<file path="config.mk">
export PLATFORM = sky130hd
export DESIGN_NAME = wfa_scan
export DESIGN_NICKNAME = d
export VERILOG_FILES = /design/src/rtl/core/wfa_pkg.sv /design/src/rtl/core/wfa_scan.sv
export SDC_FILE = /design/constraint.sdc
export NUM_CORES = 1
export LEC_CHECK = 0
export BUFFER_PORTS_ARGS = -buffer_cell sky130_fd_sc_hd__buf_4
export CAP_MARGIN = 25
export CORE_MARGIN = 8
export CORE_UTILIZATION = 48
export CTS_CLUSTER_SIZE = 8
export DETAILED_ROUTE_END_ITERATION = 7
export PLACE_DENSITY = 0.75
export SLEW_MARGIN = 15
export SYNTH_ARGS = -nofsm -noshare
export SYNTH_HDL_FRONTEND = slang
export SYNTH_SLANG_ARGS = --single-unit
</file>
<file path="constraint.sdc">
create_clock -name clk_i -period 19.3 [get_ports clk_i]
set_clock_uncertainty 0.05 [all_clocks]
set_input_delay 5.79 -clock clk_i [delete_from_list [all_inputs] [get_ports clk_i]]
set_output_delay 5.79 -clock clk_i [all_outputs]
set_load 0.02 [all_outputs]
</file>
<file path="src/rtl/core/wfa_pkg.sv">
`timescale 1ns / 1ps
// ----------------------------------------------------------------------------
// wfa_pkg
// Shared constants and types of the worst-fit allocator.
// ----------------------------------------------------------------------------
package wfa_pkg;

  localparam int MaxRequests = 1024;
  localparam int MaxSegments = 1025;
  localparam int UnitW       = 31;

  localparam logic [UnitW-1:0] MemSizeReset = 31'd1024;

  localparam logic [1:0] ST_OK    = 2'd0;
  localparam logic [1:0] ST_NOFIT = 2'd1;
  localparam logic [1:0] ST_FULL  = 2'd2;

  typedef struct packed {
    logic clr;
    logic vld;
  } scan_ctl_t;

endpackage

</file>
<file path="src/rtl/core/wfa_scan.sv">
`timescale 1ns / 1ps
// ----------------------------------------------------------------------------
// wfa_scan
// Running search for the longest free segment, lowest start on a tie.
// ----------------------------------------------------------------------------
module wfa_scan #(
  parameter int SW   = 11,
  parameter int RecW = 86
) (
  input  logic               clk_i,
  input  logic               rst_ni,
  input  wfa_pkg::scan_ctl_t ctl_i,
  input  logic [SW-1:0]      idx_i,
  input  logic [RecW-1:0]    rec_i,
  output logic               found_o,
  output logic [SW-1:0]      idx_o,
  output logic [RecW-1:0]    rec_o,
  output logic [30:0]        len_o
);

  localparam int OAlive = 2 * SW;
  localparam int OFree  = 2 * SW + 1;
  localparam int OLast  = 2 * SW + 2;
  localparam int OStart = 2 * SW + 33;

  logic            found_q;
  logic [SW-1:0]   idx_q;
  logic [RecW-1:0] rec_q;
  logic [30:0]     len_q;
  logic [30:0]     len;
  logic            take;

  assign len  = rec_i[OLast +: 31] - rec_i[OStart +: 31] + 31'd1;
  assign take = ctl_i.vld && rec_i[OAlive] && rec_i[OFree] &&
                (!found_q || len > len_q ||
                 (len == len_q && rec_i[OStart +: 31] < rec_q[OStart +: 31]));

  always_ff @(posedge clk_i or negedge rst_ni) begin
    if (!rst_ni) begin
      found_q <= 1'b0;
    end else if (ctl_i.clr) begin
      found_q <= 1'b0;
    end else if (take) begin
      found_q <= 1'b1;
    end
  end

  always_ff @(posedge clk_i) begin
    if (take) begin
      idx_q <= idx_i;
      rec_q <= rec_i;
      len_q <= len;
    end
  end

  assign found_o = found_q;
  assign idx_o   = idx_q;
  assign rec_o   = rec_q;
  assign len_o   = len_q;

endmodule
</file>
==> results.md <==
* Layout area overhead at 34.44%
* Post-Syn Instances at 633
* Main flop type after synthesis: edfxtp_1
* Relative slew margins at 0.3316
* TritonCTS buffer count at 17
* Maximum clock rate at 90.62 MHz
* Die X at 141.1 µm
* Synth Area per Inst at 11.87 µm²
* Layout fillers at 1145
* Detailed Route WL at 19780 µm
* Crit-path leading delay family: compound AO/OA/AOI/OAI gates
* Router iterations before antenna repair at 5
* Footprint of the multi-input gates at 3228 µm²
* Slew @ Worst Pin at 1.003 ns
* Drt wl/cell at 17.95 µm
* Clock Pin Slew Worst Setup and Hold Paths at 0.06 ns
* Via-per-instance ratio at 5.257
* Synth async-reset ratio at 0.007752
* Largest net degree at the start of global routing at 78
* First-pass GRT wire length at 30800 µm
* Worst setup EP type: register
* Worst vdd ir at 0.05739 mV
* Synth unique cells at 49
* DIE AREA at 19910 µm²
* Die height at 141.1 µm
* Number of global-route vias before repair at 5999
* EDFF count, synth at 128
* DR DRC count at 0
* Leakage power at 0.004811 µW
* Clk_lat worst skew at 0.42 ns
* CP max stage cell: buf_4
* RSZ-0062 raised after global routing: false
* Placed insts at 1070
* H-tree Lvls at 4
* Reg area at 3869 µm²
* Hold Path Class: register to register
* Final ANT Viol Nets at 0
* I/O pin total at 230
* Core box area at 15260 µm²
* CTS max path bufs at 2
* Final setup fails at 0
* Max Slew Vio Count at 0
* Number of port buffers at 229
* Sequential share of the synthesized area at 0.5150
* Final min period at 11.04 ns
* Worst EP required at 19.29 ns
* Pwr Density at 90.50 nW/µm²
* Post-CTS Resized at 0
* Overall routing resource usage at 0.1985
* Hold_ws at 0.4862 ns
* Hold Buf Count CTS at 0
* Critical path buffers and inverters at 5
* CP startpoint kind: primary input
* Postcts setup bufs at 0
* Worst reg2reg setup slack at 15.72 ns
* CTS tree: yes
* Crit path kind: primary input to register
* Row count at 45
* Largest fanout on the critical path at 77
* DP HPWL at 15950 µm
* Final hold vios at 0
* Status: completed
* Worst path arrival time at 11.02 ns
* Clock sinks at 129
* Mapped Area at 7512 µm²
* Initial antenna violation count at 0
* Syn nets at 855
* Layout cells sized above 1 at 0.3064
* Critical path cell sequence: buf_4 -> inv_1 -> ha_1 -> inv_1 -> ha_1 -> inv_1 -> fa_1 -> nor2b_1 -> o31a_2 -> o31ai_1 -> a211o_1 -> o31a_1 -> o21ai_1 -> xor2_1 -> ha_1 -> nand4_1 -> nor4_1 -> nand3_1 -> a2111oi_0 -> o211a_1 -> a31oi_1 -> o21ai_4 -> buf_4
* Root Buffer: clkbuf_16
* # diodes at 0
* Nets at 1100
* Setup TNS at 0 ns
* Crit path largest cell delay at 0.75 ns
* RD Place Congestion at 0.8285
* Initial Util at 0.4923
* Synthesis Warnings at 0
* Routed vias at 5793
* Tcrit/Tclk final at 0.5718
* Non-filler cells, final at 1102
* Initial DRC Count at 202
* Max Cap Viol at 0
* Total grt overflow at 0
* Seq cells post-synth at 129
==> sequential cells by signal, summed over array words and instances, names as in the netlist <==
| signal | flops |
|---|---|
| rec_o | 86 |
| found_o | 1 |
| idx_o | 11 |
| len_o | 31 |
==> logic make-up (layout without fill, tap and decap cells) <==
group | after synthesis | count (layout) | synth area share
XOR/XNOR | 26 | 26 | 0.03031
flip-flops | 129 | 129 | 0.5150
AND/OR/NAND/NOR | 99 | 99 | 0.06579
adder cells (fa/ha/maj) | 121 | 121 | 0.2025
buffers and inverters | 112 | 370 | 0.05680
multiplexers | 1 | 1 | 0.001332
AO/OA/AOI/OAI | 145 | 145 | 0.1282
==> power by group <==
part	internal [µW]	total (µW)	switching [µW]
Sequential	339	347	8.38
Clock	206	327	122
Combinational	99.5	240	140
==> cell usage in the layout, fill, tap and decap left out, types with 4 or more instances in the layout <==
cell type	synthesis	routed
buf_4	0	231
edfxtp_1	128	128
ha_1	120	120
inv_1	107	107
a21oi_1	39	39
a21o_1	29	29
o21ai_0	29	28
nor2_1	26	26
xnor2_1	19	19
nand2_1	18	18
clkbuf_16	0	17
nand4_1	15	15
nand3_1	14	14
xor2_1	7	7
a211oi_1	6	6
nor2b_1	5	5
nand2b_1	5	5
a31oi_1	5	5
clkinv_2	0	5
o31ai_1	4	4
a2111oi_0	4	4
o21bai_1	4	4
nor4_1	4	4
==> metal layers <==
layer / vias up / part of all wire / global-route usage
li1: 2813 / - / -
met1: 2760 / 0.39 / 0.2146
met2: 195 / 0.51 / 0.3512
met3: 25 / 0.078 / 0.07225
met4: 0 / 0.018 / 0.06957
met5: - / 0 / 0
==> path summary, 6_finish.rpt <==
| kind | from | to | cells past startpoint |
|---|---|---|---|
| worst max-delay path | rec_i[25] | len_o[6]$_DFFE_PP_ | 23 |
| worst min register to register | found_o$_DFFE_PN0P_ | found_o$_DFFE_PN0P_ | 2 |
| worst min-delay path | found_o$_DFFE_PN0P_ | found_o$_DFFE_PN0P_ | 2 |
| max in group asynchronous | rst_ni | found_o$_DFFE_PN0P_ | 1 |
| min in group asynchronous | rst_ni | found_o$_DFFE_PN0P_ | 1 |
| worst max register to register | len_o[29]$_DFFE_PP_ | len_o[6]$_DFFE_PP_ | 10 |
==> stage by stage <==
step                instance area (µm²)  utilization  total power (µW)  setup slack [ns]
floorplan                          7512            -             508.2            0.6816
global placement                   9497       0.6224             583.7             8.165
detailed placement                 9497       0.6224             590.8             7.920
CTS                               10100       0.6619             921.9             8.314
global route                      10100       0.6619             958.7             7.816
finish                            10100       0.6619             914.1             8.264
==> tightest hold or removal path, delay by kind of cell (launching register included) <==
kind | cells | cell delay (ns)
AOI/OAI and AO/OA | 1 | 0.05
DFF | 1 | 0.40
buffers and inverters | 1 | 0.06
==> area by class of cell <==
| type | count | share of cell area |
|---|---|---|
| sequential | 129 | 0.3831 |
| multi-input combinational | 392 | 0.3196 |
| inverter | 107 | 0.03977 |
| clock inverter | 14 | 0.01623 |
| tap | 211 | 0.02614 |
| timing repair buffer | 231 | 0.1717 |
| clock buffer | 18 | 0.04348 |
==> synth_stat cells (3+ instances only) <==
master	instances	area, µm²
xor2_1	7	61.31
nand2b_1	5	31.28
edfxtp_1	128	3844
nor2_1	26	97.59
xnor2_1	19	166.4
o31ai_1	4	30.03
nor2b_1	5	31.28
buf_2	4	20.02
a21oi_1	39	195.2
a21o_1	29	217.7
o21bai_1	4	30.03
nand3_1	14	70.07
o21ai_0	29	145.1
nand2_1	18	67.56
ha_1	120	1501
inv_1	107	401.6
a211oi_1	6	45.04
a2111oi_0	4	35.03
o2111ai_1	3	26.28
nor4_1	4	25.02
o21ai_1	3	15.01
nor3_1	3	15.01
nand4_1	15	93.84
a31oi_1	5	31.28
Power figures use the tool's default switching activity.
